**src/rtl/core/vpcp_pkg.sv**
```systemverilog
// Shared types and constants for the vector picture command parser.
// Used by the front, the job queue, the back and the checker. No dependencies.
package vpcp_pkg;

  // Record kinds as they appear on the result port.
  typedef enum logic [3:0] {
    K_MOVETO = 4'd0,
    K_LINETO = 4'd1,
    K_STROKE = 4'd2,
    K_CLOSE  = 4'd3,
    K_FONT   = 4'd4,
    K_TBEGIN = 4'd5,
    K_TCHAR  = 4'd6,
    K_TEND   = 4'd7,
    K_PAGE   = 4'd8,
    K_ERROR  = 4'd9
  } kind_t;

  // One flag per record a single byte may cause, in emission order.
  typedef struct packed {
    logic err;
    logic tend;
    logic stroke;
    logic font;
    logic move;
    logic tbegin;
    logic tchar;
    logic lineto;
    logic close;
    logic page;
  } job_flags_t;

  // Work handed from the front to the back for one input byte.
  typedef struct packed {
    job_flags_t  flags;
    logic [15:0] move_x;
    logic [15:0] move_y;
    logic [15:0] font_w;
    logic [15:0] font_h;
    logic [15:0] line_x;
    logic [15:0] line_y;
    logic [1:0]  rot;
    logic [2:0]  align;
    logic [7:0]  chr;
    logic        esc;
  } job_t;

  localparam int QUEUE_DEPTH = 4;
  localparam int QPTR_W      = $clog2(QUEUE_DEPTH);

endpackage

```
**src/rtl/core/vpcp_front.sv**
```systemverilog
// Front end of the parser: accepts bytes, tracks header, opcodes and operands,
// and turns each byte with records into one back end job. Depends on vpcp_pkg.
module vpcp_front #(
  parameter int HEADER_BYTES = 17,
  parameter int TEXT_LIMIT   = 254
) (
  input  logic             clk,
  input  logic             rst,
  input  logic             accept,
  input  logic [7:0]       data_byte,
  input  logic             end_of_file,
  input  logic             start_of_file,
  output logic             job_valid,
  output vpcp_pkg::job_t   job
);

  typedef enum logic [10:0] {
    PH_HEADER      = 11'b000_0000_0001,
    PH_OPCODE      = 11'b000_0000_0010,
    PH_MOVE        = 11'b000_0000_0100,
    PH_DRAW        = 11'b000_0000_1000,
    PH_POLY_COUNT  = 11'b000_0001_0000,
    PH_POLY_START  = 11'b000_0010_0000,
    PH_POLY_VERTEX = 11'b000_0100_0000,
    PH_FONT        = 11'b000_1000_0000,
    PH_SKIP        = 11'b001_0000_0000,
    PH_ALIGN       = 11'b010_0000_0000,
    PH_TEXT        = 11'b100_0000_0000
  } phase_t;

  localparam logic [7:0] OP_MOVE   = 8'hA0;
  localparam logic [7:0] OP_DRAW   = 8'hA2;
  localparam logic [7:0] OP_POLY_A = 8'h30;
  localparam logic [7:0] OP_POLY_B = 8'hD0;
  localparam logic [7:0] OP_FONT   = 8'hAC;
  localparam logic [7:0] OP_SELECT = 8'hA7;
  localparam logic [7:0] OP_TEXT   = 8'hA8;
  localparam logic [3:0] GRP_COLOR = 4'hB;
  localparam logic [3:0] GRP_END   = 4'h6;
  localparam logic [7:0] CH_LPAREN = 8'h28;
  localparam logic [7:0] CH_RPAREN = 8'h29;
  localparam logic [7:0] CH_BSLASH = 8'h5C;

  localparam logic [4:0] HEADER_INIT = 5'(HEADER_BYTES);
  localparam logic [7:0] TEXT_MAX    = 8'(TEXT_LIMIT);
  localparam phase_t     PHASE_INIT  = (HEADER_INIT == 5'd0) ? PH_OPCODE : PH_HEADER;

  logic [4:0]  header_left, header_left_next;
  phase_t      phase, phase_next;
  logic [1:0]  operand_index, operand_index_next;
  logic [7:0]  high_byte_hold, high_byte_hold_next;
  logic [15:0] start_x, start_x_next;
  logic [15:0] start_y, start_y_next;
  logic [15:0] point_x, point_x_next;
  logic [15:0] font_width, font_width_next;
  logic [15:0] font_height, font_height_next;
  logic [7:0]  vertices_left, vertices_left_next;
  logic [7:0]  text_length, text_length_next;
  logic [1:0]  held_rotation, held_rotation_next;
  logic [2:0]  held_align, held_align_next;
  logic        stroke_open, stroke_open_next;
  logic        move_waiting, move_waiting_next;
  logic        font_waiting, font_waiting_next;
  logic        finished, finished_next;

  logic        esc;
  assign esc = (data_byte == CH_LPAREN) || (data_byte == CH_RPAREN) ||
               (data_byte == CH_BSLASH);

  always_comb begin
    logic        finish_req;
    logic [15:0] w;
    finish_req          = 1'b0;
    job                 = '0;
    header_left_next    = header_left;
    phase_next          = phase;
    operand_index_next  = operand_index;
    high_byte_hold_next = high_byte_hold;
    start_x_next        = start_x;
    start_y_next        = start_y;
    point_x_next        = point_x;
    font_width_next     = font_width;
    font_height_next    = font_height;
    vertices_left_next  = vertices_left;
    text_length_next    = text_length;
    held_rotation_next  = held_rotation;
    held_align_next     = held_align;
    stroke_open_next    = stroke_open;
    move_waiting_next   = move_waiting;
    font_waiting_next   = font_waiting;
    finished_next       = finished;

    if (start_of_file) begin
      header_left_next    = HEADER_INIT;
      phase_next          = PHASE_INIT;
      operand_index_next  = 2'd0;
      high_byte_hold_next = 8'd0;
      start_x_next        = 16'd0;
      start_y_next        = 16'd0;
      point_x_next        = 16'd0;
      font_width_next     = 16'd0;
      font_height_next    = 16'd0;
      vertices_left_next  = 8'd0;
      text_length_next    = 8'd0;
      held_rotation_next  = 2'd0;
      held_align_next     = 3'd0;
      stroke_open_next    = 1'b0;
      move_waiting_next   = 1'b0;
      font_waiting_next   = 1'b0;
      finished_next       = 1'b0;
    end

    w = {high_byte_hold_next, data_byte};

    if (!finished_next) begin
      if (end_of_file) begin
        if (phase_next == PH_TEXT && text_length_next != 8'd0) begin
          job.flags.tend = 1'b1;
        end
        text_length_next = 8'd0;
        finish_req = 1'b1;
      end else begin
        case (phase_next)
          PH_HEADER: begin
            if (header_left_next != 5'd0) begin
              header_left_next = header_left_next - 5'd1;
            end
            if (header_left_next == 5'd0) begin
              phase_next = PH_OPCODE;
            end
          end
          PH_OPCODE: begin
            operand_index_next = 2'd0;
            if (data_byte[7:4] == GRP_COLOR) begin
              // Color changes carry no drawing effect.
            end else if (data_byte == OP_MOVE) begin
              phase_next = PH_MOVE;
            end else if (data_byte == OP_DRAW) begin
              phase_next = PH_DRAW;
            end else if (data_byte == OP_POLY_A || data_byte == OP_POLY_B) begin
              phase_next = PH_POLY_COUNT;
            end else if (data_byte == OP_FONT) begin
              phase_next = PH_FONT;
            end else if (data_byte == OP_SELECT) begin
              phase_next = PH_SKIP;
            end else if (data_byte == OP_TEXT) begin
              phase_next = PH_ALIGN;
            end else if (data_byte[7:4] == GRP_END) begin
              finish_req = 1'b1;
            end else begin
              job.flags.err = 1'b1;
              finish_req = 1'b1;
            end
          end
          PH_SKIP: begin
            phase_next = PH_OPCODE;
          end
          PH_ALIGN: begin
            held_rotation_next = data_byte[5:4];
            held_align_next    = data_byte[2:0];
            text_length_next   = 8'd0;
            phase_next         = PH_TEXT;
          end
          PH_TEXT: begin
            if (data_byte == 8'd0) begin
              if (text_length_next != 8'd0) begin
                job.flags.tend = 1'b1;
              end
              text_length_next = 8'd0;
              phase_next = PH_OPCODE;
            end else if (text_length_next < TEXT_MAX) begin
              // The first kept character announces the string.
              if (text_length_next == 8'd0) begin
                job.flags.stroke  = stroke_open_next;
                stroke_open_next  = 1'b0;
                job.flags.font    = font_waiting_next;
                font_waiting_next = 1'b0;
                job.flags.move    = move_waiting_next;
                move_waiting_next = 1'b0;
                job.flags.tbegin  = 1'b1;
              end
              job.flags.tchar  = 1'b1;
              text_length_next = text_length_next + 8'd1 + {7'd0, esc};
            end
          end
          PH_POLY_COUNT: begin
            vertices_left_next = data_byte;
            operand_index_next = 2'd0;
            phase_next         = PH_POLY_START;
          end
          PH_MOVE, PH_DRAW, PH_POLY_START, PH_POLY_VERTEX, PH_FONT: begin
            if (!operand_index_next[0]) begin
              high_byte_hold_next = data_byte;
              operand_index_next  = operand_index_next + 2'd1;
            end else if (operand_index_next == 2'd1) begin
              if (phase_next == PH_MOVE || phase_next == PH_POLY_START) begin
                start_x_next = w;
              end else if (phase_next == PH_FONT) begin
                font_width_next = w;
              end else begin
                point_x_next = w;
              end
              operand_index_next = 2'd2;
            end else begin
              operand_index_next = 2'd0;
              if (phase_next == PH_MOVE) begin
                start_y_next      = w;
                job.flags.stroke  = stroke_open_next;
                stroke_open_next  = 1'b0;
                move_waiting_next = 1'b1;
                phase_next        = PH_OPCODE;
              end else if (phase_next == PH_DRAW) begin
                job.flags.move    = move_waiting_next;
                move_waiting_next = 1'b0;
                job.flags.lineto  = 1'b1;
                stroke_open_next  = 1'b1;
                phase_next        = PH_OPCODE;
              end else if (phase_next == PH_FONT) begin
                font_height_next  = w;
                font_waiting_next = 1'b1;
                phase_next        = PH_OPCODE;
              end else if (phase_next == PH_POLY_START) begin
                start_y_next   = w;
                job.flags.move = 1'b1;
                phase_next     = PH_POLY_VERTEX;
              end else begin
                job.flags.lineto = 1'b1;
                if (vertices_left_next != 8'd0) begin
                  vertices_left_next = vertices_left_next - 8'd1;
                end
              end
              if (phase_next == PH_POLY_VERTEX && vertices_left_next == 8'd0) begin
                job.flags.close = 1'b1;
                phase_next      = PH_OPCODE;
              end
            end
          end
          default: begin
            phase_next = PH_OPCODE;
          end
        endcase
      end
    end

    if (finish_req) begin
      job.flags.stroke = stroke_open_next;
      stroke_open_next = 1'b0;
      job.flags.page   = 1'b1;
      finished_next    = 1'b1;
    end

    job.move_x = start_x_next;
    job.move_y = start_y_next;
    job.font_w = font_width_next;
    job.font_h = font_height_next;
    job.line_x = point_x_next;
    job.line_y = w;
    job.rot    = held_rotation_next;
    job.align  = held_align_next;
    job.chr    = data_byte;
    job.esc    = esc;
  end

  assign job_valid = accept && (job.flags != '0);

  always_ff @(posedge clk) begin
    if (rst) begin
      header_left    <= HEADER_INIT;
      phase          <= PHASE_INIT;
      operand_index  <= 2'd0;
      high_byte_hold <= 8'd0;
      start_x        <= 16'd0;
      start_y        <= 16'd0;
      point_x        <= 16'd0;
      font_width     <= 16'd0;
      font_height    <= 16'd0;
      vertices_left  <= 8'd0;
      text_length    <= 8'd0;
      held_rotation  <= 2'd0;
      held_align     <= 3'd0;
      stroke_open    <= 1'b0;
      move_waiting   <= 1'b0;
      font_waiting   <= 1'b0;
      finished       <= 1'b0;
    end else if (accept) begin
      header_left    <= header_left_next;
      phase          <= phase_next;
      operand_index  <= operand_index_next;
      high_byte_hold <= high_byte_hold_next;
      start_x        <= start_x_next;
      start_y        <= start_y_next;
      point_x        <= point_x_next;
      font_width     <= font_width_next;
      font_height    <= font_height_next;
      vertices_left  <= vertices_left_next;
      text_length    <= text_length_next;
      held_rotation  <= held_rotation_next;
      held_align     <= held_align_next;
      stroke_open    <= stroke_open_next;
      move_waiting   <= move_waiting_next;
      font_waiting   <= font_waiting_next;
      finished       <= finished_next;
    end
  end

endmodule

```
**src/rtl/core/vpcp_job_queue.sv**
```systemverilog
// Short job queue between the parser front and the record back end.
// Depends on vpcp_pkg for the job type and depth.
module vpcp_job_queue (
  input  logic           clk,
  input  logic           rst,
  input  logic           wr,
  input  vpcp_pkg::job_t wdata,
  input  logic           rd,
  output vpcp_pkg::job_t rdata,
  output logic           full,
  output logic           not_empty
);

  vpcp_pkg::job_t                 entries [vpcp_pkg::QUEUE_DEPTH];
  logic [vpcp_pkg::QPTR_W-1:0]    wr_ptr;
  logic [vpcp_pkg::QPTR_W-1:0]    rd_ptr;
  logic [vpcp_pkg::QPTR_W:0]      count;

  assign full      = (count == (vpcp_pkg::QPTR_W+1)'(vpcp_pkg::QUEUE_DEPTH));
  assign not_empty = (count != '0);
  assign rdata     = entries[rd_ptr];

  always_ff @(posedge clk) begin
    if (wr) begin
      entries[wr_ptr] <= wdata;
    end
  end

  always_ff @(posedge clk) begin
    if (rst) begin
      wr_ptr <= '0;
      rd_ptr <= '0;
      count  <= '0;
    end else begin
      if (wr) begin
        wr_ptr <= wr_ptr + 1'b1;
      end
      if (rd) begin
        rd_ptr <= rd_ptr + 1'b1;
      end
      count <= count + (vpcp_pkg::QPTR_W+1)'(wr) - (vpcp_pkg::QPTR_W+1)'(rd);
    end
  end

endmodule

```
**src/rtl/core/vpcp_back.sv**
```systemverilog
// Back end: expands each job into its records in the output register,
// one per cycle unless held. Depends on vpcp_pkg for job, record types.
module vpcp_back (
  input  logic              clk,
  input  logic              rst,
  input  logic              q_not_empty,
  input  vpcp_pkg::job_t    q_data,
  output logic              q_rd,
  output logic              empty,
  input  logic              pop,
  output logic [3:0]        record_kind,
  output logic [15:0]       coord_x,
  output logic [15:0]       coord_y,
  output logic [1:0]        text_rotation,
  output logic [2:0]        text_align,
  output logic [7:0]        char_code,
  output logic              needs_escape,
  output logic              last_of_run
);

  vpcp_pkg::job_t       cur;
  logic                 cur_valid;
  logic                 out_valid;
  vpcp_pkg::kind_t      out_kind;

  vpcp_pkg::job_flags_t rem;
  vpcp_pkg::kind_t      sel_kind;
  logic [15:0]          sel_x, sel_y;
  logic [1:0]           sel_rot;
  logic [2:0]           sel_align;
  logic [7:0]           sel_chr;
  logic                 sel_esc;
  logic                 emit;
  logic                 rem_zero;

  // Pick the earliest pending record of the current job.
  always_comb begin
    rem       = cur.flags;
    sel_kind  = vpcp_pkg::K_PAGE;
    sel_x     = 16'd0;
    sel_y     = 16'd0;
    sel_rot   = 2'd0;
    sel_align = 3'd0;
    sel_chr   = 8'd0;
    sel_esc   = 1'b0;
    if (cur.flags.err) begin
      sel_kind = vpcp_pkg::K_ERROR;
      sel_chr  = cur.chr;
      rem.err  = 1'b0;
    end else if (cur.flags.tend) begin
      sel_kind = vpcp_pkg::K_TEND;
      rem.tend = 1'b0;
    end else if (cur.flags.stroke) begin
      sel_kind   = vpcp_pkg::K_STROKE;
      rem.stroke = 1'b0;
    end else if (cur.flags.font) begin
      sel_kind = vpcp_pkg::K_FONT;
      sel_x    = cur.font_w;
      sel_y    = cur.font_h;
      rem.font = 1'b0;
    end else if (cur.flags.move) begin
      sel_kind = vpcp_pkg::K_MOVETO;
      sel_x    = cur.move_x;
      sel_y    = cur.move_y;
      rem.move = 1'b0;
    end else if (cur.flags.tbegin) begin
      sel_kind   = vpcp_pkg::K_TBEGIN;
      sel_rot    = cur.rot;
      sel_align  = cur.align;
      rem.tbegin = 1'b0;
    end else if (cur.flags.tchar) begin
      sel_kind  = vpcp_pkg::K_TCHAR;
      sel_chr   = cur.chr;
      sel_esc   = cur.esc;
      rem.tchar = 1'b0;
    end else if (cur.flags.lineto) begin
      sel_kind   = vpcp_pkg::K_LINETO;
      sel_x      = cur.line_x;
      sel_y      = cur.line_y;
      rem.lineto = 1'b0;
    end else if (cur.flags.close) begin
      sel_kind  = vpcp_pkg::K_CLOSE;
      rem.close = 1'b0;
    end else begin
      sel_kind = vpcp_pkg::K_PAGE;
      rem.page = 1'b0;
    end
  end

  assign rem_zero = (rem == '0);
  assign emit     = cur_valid && (!out_valid || pop);
  assign q_rd     = q_not_empty && (!cur_valid || (emit && rem_zero));

  always_ff @(posedge clk) begin
    if (rst) begin
      cur_valid <= 1'b0;
    end else if (q_rd) begin
      cur_valid <= 1'b1;
    end else if (emit && rem_zero) begin
      cur_valid <= 1'b0;
    end
  end

  always_ff @(posedge clk) begin
    if (q_rd) begin
      cur <= q_data;
    end else if (emit) begin
      cur.flags <= rem;
    end
  end

  always_ff @(posedge clk) begin
    if (rst) begin
      out_valid <= 1'b0;
    end else if (emit) begin
      out_valid <= 1'b1;
    end else if (pop) begin
      out_valid <= 1'b0;
    end
  end

  always_ff @(posedge clk) begin
    if (emit) begin
      out_kind      <= sel_kind;
      coord_x       <= sel_x;
      coord_y       <= sel_y;
      text_rotation <= sel_rot;
      text_align    <= sel_align;
      char_code     <= sel_chr;
      needs_escape  <= sel_esc;
      last_of_run   <= rem_zero;
    end
  end

  assign empty       = !out_valid;
  assign record_kind = out_kind;

endmodule

```
**src/rtl/core/vector_picture_command_parser.sv**
```systemverilog
// Vector picture command parser, top level. One byte is accepted per cycle
// while the four-entry job queue has room; records leave at one per cycle
// while popped. A byte's first record passes the job queue, the back end's
// current-job register and the output register to reach the result ports;
// the back end's expansion sets sustained throughput for multi-record bytes.
// Reset (synchronous, active high) empties the queue and output register.
module vector_picture_command_parser #(
  parameter int HEADER_BYTES = 17,
  parameter int TEXT_LIMIT   = 254
) (
  input  logic        clk,
  input  logic        rst,
  input  logic        push,
  output logic        full,
  input  logic [7:0]  data_byte,
  input  logic        end_of_file,
  input  logic        start_of_file,
  output logic        empty,
  input  logic        pop,
  output logic [3:0]  record_kind,
  output logic [15:0] coord_x,
  output logic [15:0] coord_y,
  output logic [1:0]  text_rotation,
  output logic [2:0]  text_align,
  output logic [7:0]  char_code,
  output logic        needs_escape,
  output logic        last_of_run
);

  logic           accept;
  logic           job_valid;
  vpcp_pkg::job_t job;
  logic           q_rd;
  logic           q_not_empty;
  vpcp_pkg::job_t q_data;

  assign accept = push && !full;

  vpcp_front #(
    .HEADER_BYTES(HEADER_BYTES),
    .TEXT_LIMIT  (TEXT_LIMIT)
  ) u_front (
    .clk          (clk),
    .rst          (rst),
    .accept       (accept),
    .data_byte    (data_byte),
    .end_of_file  (end_of_file),
    .start_of_file(start_of_file),
    .job_valid    (job_valid),
    .job          (job)
  );

  vpcp_job_queue u_queue (
    .clk      (clk),
    .rst      (rst),
    .wr       (job_valid),
    .wdata    (job),
    .rd       (q_rd),
    .rdata    (q_data),
    .full     (full),
    .not_empty(q_not_empty)
  );

  vpcp_back u_back (
    .clk          (clk),
    .rst          (rst),
    .q_not_empty  (q_not_empty),
    .q_data       (q_data),
    .q_rd         (q_rd),
    .empty        (empty),
    .pop          (pop),
    .record_kind  (record_kind),
    .coord_x      (coord_x),
    .coord_y      (coord_y),
    .text_rotation(text_rotation),
    .text_align   (text_align),
    .char_code    (char_code),
    .needs_escape (needs_escape),
    .last_of_run  (last_of_run)
  );

endmodule

```
**config.mk**
```make
export PLATFORM = sky130hd
export DESIGN_NAME = vector_picture_command_parser
export DESIGN_NICKNAME = d
export VERILOG_FILES = /design/src/rtl/core/vpcp_pkg.sv /design/src/rtl/core/vpcp_front.sv /design/src/rtl/core/vpcp_job_queue.sv /design/src/rtl/core/vpcp_back.sv /design/src/rtl/core/vector_picture_command_parser.sv
export SDC_FILE = /design/constraint.sdc
export NUM_CORES = 1
export LEC_CHECK = 0
export BUFFER_PORTS_ARGS = -buffer_cell sky130_fd_sc_hd__buf_2
export CAP_MARGIN = 40
export CORE_MARGIN = 2
export CORE_UTILIZATION = 58
export CTS_BUF_LIST = sky130_fd_sc_hd__clkbuf_8
export DETAILED_ROUTE_END_ITERATION = 8
export HOLD_SLACK_MARGIN = 0.08
export PLACE_DENSITY = 0.79
export SLEW_MARGIN = 20
export SYNTH_ARGS = -nofsm -noshare
export SYNTH_HDL_FRONTEND = slang
export SYNTH_SLANG_ARGS = --single-unit
```
**constraint.sdc**
```tcl
create_clock -name clk -period 6.7 [get_ports clk]
set_input_delay 0 -clock clk [delete_from_list [all_inputs] [get_ports clk]]
set_output_delay 0 -clock clk [all_outputs]
set_load 0.05 [all_outputs]
```
Yosys cells after proc, flatten, opt, wreduce, memory -nomap -nowiden. Memory sizes are Yosys's and may differ from the RTL's. A register that Yosys moved wholly into a read port is not among the register bits. Cells that the tools add are included.

Register bits after elaboration: 311. Bits in writable memories: 480. Input bits: 14. Output and inout bits: 53. Word-level logic and storage cells: 374. Memories: 1.

Memories: u_queue.entries (depth 4, bits a word 120, read ports 1, clocked after Yosys merged registers in 1, write ports 1, RTL line vpcp_job_queue.sv:14) `vpcp_pkg::job_t entries [vpcp_pkg::QUEUE_DEPTH];`.

Add/sub/neg operators: 9. Magnitude comparators: 1. Equality and inequality tests: 25. Muxes and demuxes: 250. Bitwise operators: 2. Reduce and logical (&&, ||, !) cells: 35.

Operator list (count): $mux 16 (52); $mux 11 (24); $mux 8 (33); $mux 1 (83); $pmux 11 s6 (1); $mux 5 (11); $eq 8x8->1 const B (6); $mux 4 (10); $mux 2 (16); $pmux 8 s2 (2); $eq 8x6->1 const B (3); $logic_not 8->1 (3); $eq 11x7->1 const B (2); $mux 10 (2); $mux 9 (2); $reduce_bool 8->1 (2); $mux 3 (5); $mux 7 (2); $eq 11x1->1 const B (1); $eq 11x10->1 const B (1); $eq 11x11->1 const B (1); $eq 11x2->1 const B (1); $eq 11x3->1 const B (1); $eq 11x4->1 const B (1); other kinds (34) (57).

Depth between registers and ports, before layout.
Depth after elaboration: 25. Depth in mapped cells: 17. Gate-level depth less buffers: 13.

Cells and area by module. From an unflattened synthesis, not the netlist that was laid out.

Cell total of the unflattened synthesis: 2123. Area total of the unflattened synthesis: 32308.5 µm².

By module, submodules not included: vpcp_job_queue (times used 1, cells each 668, area an instance 17748.3 µm², sequential area each 14594.0 µm²); vpcp_front (times used 1, cells each 1055, area an instance 8099.0 µm², sequential area each 2622.5 µm²); vpcp_back (times used 1, cells each 399, area an instance 6447.4 µm², sequential area each 5175.0 µm²); vector_picture_command_parser (times used 1, cells each 1, area an instance 13.8 µm², sequential area each 0.0 µm²).

Least setup slack after synthesis. Ideal clock, no wire load.

Path kind: input -> register. Start: input start_of_file. End: memory u_queue.entries[1][0] in the netlist's numbering, enable pin. Library setup time: 0.484 ns. Arrival: 5.071 ns. Required time: 6.216 ns. Setup slack: 1.145 ns. Cell stages on the path: 12. Path buffers: 5. Path through: buf_2 -> inv_1 -> clkbuf_1 -> clkbuf_1 -> nand2_1 -> ha_1 -> clkbuf_1 -> nand2b_1 -> clkbuf_1 -> nor4_1 -> o41a_4 -> and2_1.

RTL lines: start: declaration (RTL line vector_picture_command_parser.sv:17) `input logic start_of_file,`; end: declaration (RTL line vpcp_job_queue.sv:14).

==> results.cfg <==
[status]
status = completed

[clock_network]
cts_setup_buffers = 0
clkLatencyLatePin_ns = 0.72
cts_tree = done
cts.sinks = 753
path_clk_slew_ns = 0.06
ctsRootBufferMaster = clkbuf_8
hold_buffers = 14
cts.repair.resized = 0
cts_made_buffers = 113
cts_max_path_buffers = 3
h-tree-depth = 3

[die]
coreArea_mm2 = 0.0527
fp.dieW_um = 235
die_h_um = 235
io_pins = 67
start_util = 0.587
die-area_mm2 = 0.0552
rows = 84

[power]
power_density_mw_per_mm2 = 362
leakage_nw = 11.6
vdd_drop_max_uv = 197

[hold_path]
min-delay-start = end_of_file
hold_path_end = u_front.operand_index[1]$_SDFFE_PP0P_
min_path_type = input pin to flop
hold_depth = 4

[critical_path]
rr_worst_depth = 8
cp.arrival_ns = 4.60
crit_path_end_kind = flop
r2r-start = u_front.phase[5]$_SDFFE_PP0P_
worstSetupStartpointType = flop
reg2reg_to = u_queue.entries[3][56]$_DFFE_PP_
ff2ff_setup_slack_ns = 2.44
worstSetupPathType = flop to flop
critPathMaxFanout = 67
cp.required_ns = 7.04

[routing]
drtAntennaViolNets = 0
first_pass_iters = 6
routed_wirelength_mm = 74.4
drc = 0
drtIter0Drc = 2148
vias = 19300
via_per_inst = 6.37
wl_per_cell_um = 24.5

[synth]
syn_area_per_cell_um2 = 14.4
synth-edff-count = 611
syn_nets = 2174
synth.cell_area_mm2 = 0.0309
ys.flop_type = edfxtp_1
synth.area.top_cells = edfxtp_1 59%, dfxtp_1 9.2%, mux4_2 8.2%, nor2_1 2.6%, nand2_1 2.3%
syn_inst = 2147
yosysSeqAreaShare = 0.686
yosysTopAreaCell = edfxtp_1
ys_warn_count = 0
synth_seq_cells = 753
synth.distinct_cells = 90
synth_top_cell_area_share = 0.594
async_flop_share = 0

[global_route]
grt_use_total = 0.265
overflow = 0
grt_start_max_net_pins = 113
grt_pass1_wl_mm = 112
grt_pass1_vias = 18900
antenna_found_initial = 1

[place]
dp_hpwl_mm = 45.8
globalplace.congestion = 0.914
post_dp_cell_area_mm2 = 0.0320
io_buffers = 66

[sta]
period_share = 0.635
rsz0062_at_grt = false
fin_tns_setup_ns = 0
min_period_ns = 4.26
setup_viol_count_final = 0
worst_pin_slew_ns = 0.829
slew_violations = 0
hold_violations = 0
fmax_mhz = 235
maxSlewHeadroom = 0.441
skew_ns = 0.0463

[finish]
syn2layout_area_growth_pct = 11.4
design_area_mm2 = 0.0344
mostFrequentLayoutCells = 611 x edfxtp_1, 208 x nor2_1, 193 x nand2_1
layout_commonest_cell = edfxtp_1
drive_gt1_frac = 0.186
final_nets = 2272

[flow_run]
drv_cap = 0
## per-layer routing
metal  vias up  GRT usage  wire [µm]
met1      9697      0.355      29300
met2       967      0.430      36100
met4         0      0.118       2900
met5         -          0          0
li1       8486          -          -
met3       172     0.0484       6020
## power by group
| part | switching, mW | leakage [nW] | total (mW) | internal [mW] |
|---|---|---|---|---|
| combinational | 1.85 | 3.24 | 2.79 | 0.933 |
| clock | 1.75 | 1.22 | 3.56 | 1.82 |
| sequential | 0.257 | 7.16 | 6.13 | 5.87 |
## worst max path at each step
stage,startpoint,endpoint,slack (ns),depth (start not counted)
2_1_floorplan,start_of_file,u_queue.entries[1][0]$_DFFE_PP_,1.15,12
3_3_place_gp,start_of_file,u_queue.entries[3][56]$_DFFE_PP_,2.54,10
3_5_place_dp,start_of_file,u_queue.entries[3][47]$_DFFE_PP_,2.48,10
4_1_cts,u_front.phase[1]$_SDFFE_PP0P_,u_queue.entries[3][29]$_DFFE_PP_,2.50,8
5_1_grt,u_back.cur[118]$_DFFE_PP_,u_queue.count[1]$_SDFF_PP0_,2.20,13
6_report,u_front.phase[5]$_SDFFE_PP0P_,u_queue.entries[3][56]$_DFFE_PP_,2.44,8
## layout make-up
type / count / area [µm²]
tap: 688 / 861
clock inverter: 99 / 583
antenna: 1 / 2.50
fill: 3546 / 18200
multi-input combinational: 1210 / 9020
clock buffer: 116 / 1600
sequential: 753 / 21200
inverter: 30 / 115
timing repair buffer: 137 / 1050
## cell usage after synthesis (all sizes together), types with 3 or more instances
| cell type | instances |
|---|---|
| a211oi | 6 |
| a21o | 4 |
| a21oi | 101 |
| a221o | 33 |
| a22o | 21 |
| a22oi | 54 |
| a311oi | 4 |
| a31oi | 4 |
| a32oi | 14 |
| and2 | 12 |
| and3 | 11 |
| and4 | 4 |
| buf | 43 |
| clkbuf | 111 |
| dfxtp | 142 |
| edfxtp | 611 |
| ha | 12 |
| inv | 29 |
| maj3 | 3 |
| mux2i | 37 |
| mux4 | 112 |
| nand2 | 193 |
| nand2b | 13 |
| nand3 | 29 |
| nand3b | 4 |
| nand4 | 4 |
| nand4b | 5 |
| nor2 | 215 |
| nor2b | 30 |
| nor3 | 28 |
| nor3b | 4 |
| nor4 | 26 |
| nor4b | 8 |
| o2111ai | 3 |
| o211a | 6 |
| o211ai | 9 |
| o21a | 3 |
| o21ai | 121 |
| o21bai | 4 |
| o22ai | 8 |
| o41ai | 3 |
| or2 | 9 |
| or3 | 8 |
| or4 | 8 |
| xnor2 | 7 |
## critical path, stage by stage (launching register included)
cell,delay [ns]
dfxtp_1,0.46
nor3_1,0.48
and4_1,0.47
nor2_2,0.09
and3_1,0.25
nor4_1,0.63
o41a_4,0.35
and2_4,0.63
buf_12,0.44
## kinds of logic (layout without fill, tap and decap cells)
logic type      after synthesis  after routing  share of synthesized area
other cells                   0              1                          0
flops                       753            753                      0.686
simple gates                616            616                     0.0962
xor+xnor                      9              9                    0.00255
mux                         150            150                     0.0940
compound gates              419            419                     0.0914
fa+ha+maj                    16             16                    0.00648
buf+inv                     184            382                     0.0238
## registers in the layout, summed over array words and instances, names as in the netlist, 3 cells and up, named ones only
| register | flops |
|---|---|
| u_queue.entries | 448 |
| u_back.cur | 112 |
| u_back.coord_x | 16 |
| u_back.coord_y | 16 |
| u_front.font_height | 16 |
| u_front.font_width | 16 |
| u_front.point_x | 16 |
| u_front.start_x | 16 |
| u_front.start_y | 16 |
| u_front.phase | 11 |
| u_back.char_code | 8 |
| u_front.high_byte_hold | 8 |
| u_front.text_length | 8 |
| u_front.vertices_left | 8 |
| u_front.header_left | 5 |
| u_back.record_kind | 4 |
| u_back.text_align | 3 |
| u_front.held_align | 3 |
| u_queue.count | 3 |
## stage by stage
step | utilization | setup WS, ns | hold slack (ns) | std cells | power [mW]
global placement | 0.605 | 2.54 | 0.440 | 2782 | 8.85
finish | 0.654 | 2.44 | 0.331 | 3034 | 12.5
global route | 0.654 | 2.20 | 0.341 | 3034 | 13.0
floorplan | - | 1.15 | 0.0989 | 2147 | 8.10
CTS | 0.651 | 2.50 | 0.273 | 3022 | 12.5
detailed placement | 0.607 | 2.48 | 0.443 | 2793 | 8.98
Power figures use the tool's default switching activity.
